`src/rtl/core/ppp_pkg.sv`:
```
package ppp_pkg;

	// Item kinds carried in the input tuser field.
	typedef enum logic [1:0] {
		KIND_POSE   = 2'd0,
		KIND_WORLD  = 2'd1,
		KIND_CAMERA = 2'd2,
		KIND_PIXEL  = 2'd3
	} kind_t;

	// Configuration register indexes.
	typedef enum logic [2:0] {
		REG_FOCAL_X      = 3'd0,
		REG_FOCAL_Y      = 3'd1,
		REG_CENTER_X     = 3'd2,
		REG_CENTER_Y     = 3'd3,
		REG_IMAGE_WIDTH  = 3'd4,
		REG_IMAGE_HEIGHT = 3'd5,
		REG_UNUSED_6     = 3'd6,
		REG_UNUSED_7     = 3'd7
	} reg_index_t;

	localparam int POSE_WORDS = 12;
	localparam int POSE_TRANS = 9;
	localparam logic [31:0] ONE_Q30 = 32'h4000_0000;
	localparam int QBITS = 41;             // quotient bits 40..0, clamp at 2^40
	localparam int DIV_LAT = QBITS + 1;    // setup stage plus one stage per bit
	localparam int FIFO_DEPTH = 4;

	localparam logic [31:0] RST_FOCAL_X = 32'd65536000;
	localparam logic [31:0] RST_FOCAL_Y = 32'd65536000;
	localparam logic [31:0] RST_CENTER_X = 32'd62914560;
	localparam logic [31:0] RST_CENTER_Y = 32'd35389440;
	localparam logic [15:0] RST_WIDTH = 16'd1920;
	localparam logic [15:0] RST_HEIGHT = 16'd1080;

	// Configuration registers as seen by the datapath.
	typedef struct packed {
		logic [31:0] focal_x;
		logic [31:0] focal_y;
		logic [31:0] center_x;
		logic [31:0] center_y;
		logic [15:0] image_width;
		logic [15:0] image_height;
	} cfg_t;

	// Control that follows a job down the divider pipeline.
	typedef struct packed {
		logic  v;
		kind_t kind;
		logic  zero_depth;
		logic  dz_x;
		logic  dz_y;
	} side_t;

	// One job handed from the front to the back.
	typedef struct packed {
		kind_t       kind;
		logic        zero_depth;
		logic        dz_x;
		logic        dz_y;
		logic        neg_x;
		logic        neg_y;
		logic [63:0] num_x;
		logic [63:0] num_y;
		logic [31:0] den_x;
		logic [31:0] den_y;
	} job_t;

	// Saturate a wide signed value to 32 bits.
	function automatic logic [31:0] sat32(input logic signed [43:0] v);
		logic [31:0] r;
		if (v > 44'sh0007FFFFFFF) r = 32'h7FFF_FFFF;
		else if (v < -44'sh00080000000) r = 32'h8000_0000;
		else r = v[31:0];
		return r;
	endfunction

endpackage

```
`src/rtl/core/ppp_fifo.sv`:
```
module ppp_fifo #(
	parameter int DEPTH = ppp_pkg::FIFO_DEPTH
) (
	input  logic          clk,
	input  logic          arst_n,
	input  logic          push,
	input  ppp_pkg::job_t wdata,
	output logic          full,
	input  logic          pop,
	output logic          empty,
	output ppp_pkg::job_t rdata
);
	import ppp_pkg::*;

	localparam int AW = (DEPTH > 1) ? $clog2(DEPTH) : 1;

	job_t            mem_q [DEPTH];
	logic [AW-1:0]   wr_q, rd_q;
	logic [AW:0]     cnt_q;

	assign full = cnt_q == (AW+1)'(DEPTH);
	assign empty = cnt_q == '0;
	assign rdata = mem_q[rd_q];

	// Entry storage.
	always_ff @(posedge clk) begin
		if (push) mem_q[wr_q] <= wdata;
	end

	// Pointers wrap at the depth.
	always_ff @(posedge clk or negedge arst_n) begin
		if (!arst_n) begin
			wr_q <= '0;
			rd_q <= '0;
			cnt_q <= '0;
		end else begin
			if (push) wr_q <= (wr_q == AW'(DEPTH-1)) ? '0 : wr_q + 1'b1;
			if (pop) rd_q <= (rd_q == AW'(DEPTH-1)) ? '0 : rd_q + 1'b1;
			cnt_q <= cnt_q + (AW+1)'(push) - (AW+1)'(pop);
		end
	end

endmodule

```
`config.mk`:
```
export PLATFORM = sky130hd
export DESIGN_NAME = ppp_fifo
export DESIGN_NICKNAME = d
export VERILOG_FILES = /design/src/rtl/core/ppp_pkg.sv /design/src/rtl/core/ppp_fifo.sv
export SDC_FILE = /design/constraint.sdc
export NUM_CORES = 1
export LEC_CHECK = 0
export BUFFER_PORTS_ARGS = -buffer_cell sky130_fd_sc_hd__buf_4
export CAP_MARGIN = 0
export CORE_UTILIZATION = 55
export DETAILED_ROUTE_END_ITERATION = 8
export PLACE_DENSITY = 0.82
export SETUP_SLACK_MARGIN = 0.15
export SLEW_MARGIN = 25
export SYNTH_ARGS = -nofsm -noshare
export SYNTH_HDL_FRONTEND = slang
export SYNTH_SLANG_ARGS = --single-unit
```
`constraint.sdc`:
```
create_clock -name clk -period 16.9 [get_ports clk]
set_clock_uncertainty 0.1 [all_clocks]
set_input_delay 3.38 -clock clk [delete_from_list [all_inputs] [get_ports clk]]
set_output_delay 3.38 -clock clk [all_outputs]
set_load 0.01 [all_outputs]
```
==> impl_metrics.tcl <==
set metrics [dict create \
    status "finished clean" \
    grt_pass1_vias 13700 \
    antenna_found_initial 8 \
    hpwl_mm 35.2 \
    drtPass1Iterations 5 \
    grt_pass1_wl_mm 85.5 \
    drive_gt1_share_pct 46.4 \
    setup_viol 0 \
    globalplace.congestion 0.788 \
    setup.worst_path.class "reg -> out" \
    viasPerCell 5.75 \
    fin_nets 1743 \
    synthTopCellsByArea "edfxtp_1, mux4_2, buf_12, dfrtp_1, buf_2" \
    grt_overflow_total 0 \
    grt_max_degree 73 \
    setup_slack_ns 9.47 \
    dieArea_um2 54300 \
    worstSetupEndpointType "output pin" \
    irDropWorstVdd_v 0.000175 \
    fmax_mhz 135 \
    vias 13133 \
    setup_tns_ns 0 \
    htree_num_levels 3 \
    ctsResizeCount 0 \
    insertion_delay_ns 0.60 \
    rows 84 \
    ios 404 \
    syn_inst 1076 \
    ys_seq_elements 803 \
    start_util_pct 55.7 \
    cts_root_buf "clkbuf_16" \
    grt_use_total_pct 21.7 \
    finalHoldViolations 0 \
    synth.distinct_cells 21 \
    cts_hold_buf 0 \
    cts_buffers 77 \
    drt_wl_total_mm 58.7 \
    drc 0 \
    synth_warnings 0 \
    cp-start-kind "flip-flop" \
    drv_cap 0 \
    cts_tree "yes" \
    worstMarginPinSlew_ns 1.07 \
    synth_top_cell_area_share_pct 81.5 \
    numPortBuffers 403 \
    drt-initial-drc-count 835 \
    ant_nets 0 \
    p_leak_nw 12.0 \
    syn_area_per_cell_um2 27.3 \
    finalCritPeriodShare_pct 43.9 \
    hold_path.class "reg -> reg" \
    clkTransAtPathRegs_ns 0.06 \
    area_delta_synth_final_pct 20.4 \
    final_max_slew_viol_count 0 \
    reg2reg_slack_ns 13.54 \
    synth-seq-area-share_pct 82.1 \
    clock_sinks 803 \
    synth.cell_area_um2 29300 \
    slew_headroom_pct 28.5 \
    power.density_nw_per_um2 174 \
    post_cts_buffers 0 \
    core_area_um2 52700 \
    synth_top_area_cell "edfxtp_1" \
    rsz0062_at_grt "no" \
    routedWlPerCell_um 25.7 \
    clock_tree.buffer_depth 3 \
    post-route-min-period_ns 7.43 \
    arrival_ns 3.95 \
    nFillCells 3133 \
    postSynthNetCount 1287 \
    die_y_um 233 \
    critPathMaxFanout 43 \
    worstPathRequired_ns 13.42 \
    die-width_um 233 \
    dp_slack_ns 9.79 \
]
[path summary, 6_finish.rpt]
check / startpoint / endpoint / cells after the start
max: rd_q[0] / rdata[66] / 4
min: cnt_q[1] / cnt_q[2] / 2
max reg2reg: wr_q[1] / mem_q[1][78] / 5
min reg2reg: cnt_q[1] / cnt_q[2] / 2
max in group asynchronous: arst_n / rd_q[1] / 1
min in group asynchronous: arst_n / cnt_q[0] / 1
[routing by layer]
metal,vias up,wire length (um),track usage (%)
met2,508,30000,35.3
met4,10,1860,7.88
met5,-,69,0
met3,119,4340,6.12
li1,5589,-,-
met1,6907,22400,28.3
[Yosys cell counts]
library cell / n
or3b_2: 1
buf_6: 1
buf_12: 20
clkbuf_1: 2
nand2_1: 1
buf_4: 1
xnor2_1: 2
nor2_1: 1
dfrtp_1: 7
o21ai_0: 2
nor3_1: 1
and3_1: 1
buf_8: 1
mux2_2: 2
ha_1: 7
mux4_2: 199
inv_1: 6
and2_1: 4
fa_1: 1
edfxtp_1: 796
buf_2: 20
[critical path: stages (launching register included)]
cell and delay (ns):
dfrtp_4 0.93, buf_4 0.80, buf_4 0.70, mux4_2 0.63, buf_4 0.17
[through the flow]
step | total power, mW | utilization (%) | instances | area (um^2) | hold WS [ns]
floorplan | 3.87 | - | 1076 | 29300 | 0.459
CTS | 6.21 | 67.0 | 2279 | 35300 | 0.520
global route | 6.38 | 67.1 | 2283 | 35300 | 0.565
finish | 6.13 | 67.1 | 2283 | 35300 | 0.514
global placement | 4.49 | 62.4 | 2140 | 32800 | 0.483
detailed placement | 4.54 | 62.4 | 2140 | 32800 | 0.502
[cell families after synthesis]
logic type | after synthesis | synth area share (%)
AO/OA/AOI/OAI | 2 | 0.0341
XOR/XNOR | 2 | 0.0597
adder cells (fa/ha/maj) | 8 | 0.367
buffers and inverters | 51 | 1.92
flip-flops | 803 | 82.1
multiplexers | 201 | 15.4
AND/OR/NAND/NOR | 9 | 0.179
[final cells by class]
cell class	instances	area [um^2]	area share, %
Tap cell	688	861	2.44
Antenna cell	3	7.51	0.0213
Clock buffer	92	2030	5.74
Sequential cell	803	24100	68.2
Clock inverter	47	420	1.19
Inverter	6	22.5	0.0638
Timing Repair Buffer	422	3200	9.05
Multi-Input combinational cell	222	4700	13.3
[flip-flops by register name, summed over array words and instances (netlist names)]
signal,flops
rd_q,2
cnt_q,3
wr_q,2
mem_q,796
[placed cells by master, fill, tap and decap left out, types with 2 or more instances in the layout]
master       n
edfxtp_1   796
buf_4      419
mux4_2     199
clkbuf_16   79
clkinv_1    18
clkinv_2    17
clkbuf_1    13
ha_1         7
bufinv_16    7
inv_1        6
dfrtp_1      5
and2_4       4
diode_2      3
xnor2_1      2
o21ai_0      2
mux2_2       2
inv_6        2
clkinv_8     2
buf_6        2
dfrtp_4      2
[power by group]
group          switching, mW  internal (mW)  total, mW
combinational          0.888          0.905       1.79
clock                  0.695          0.963       1.66
sequential             0.128           2.55       2.68
No activity file was read; power rests on OpenSTA's default activity.
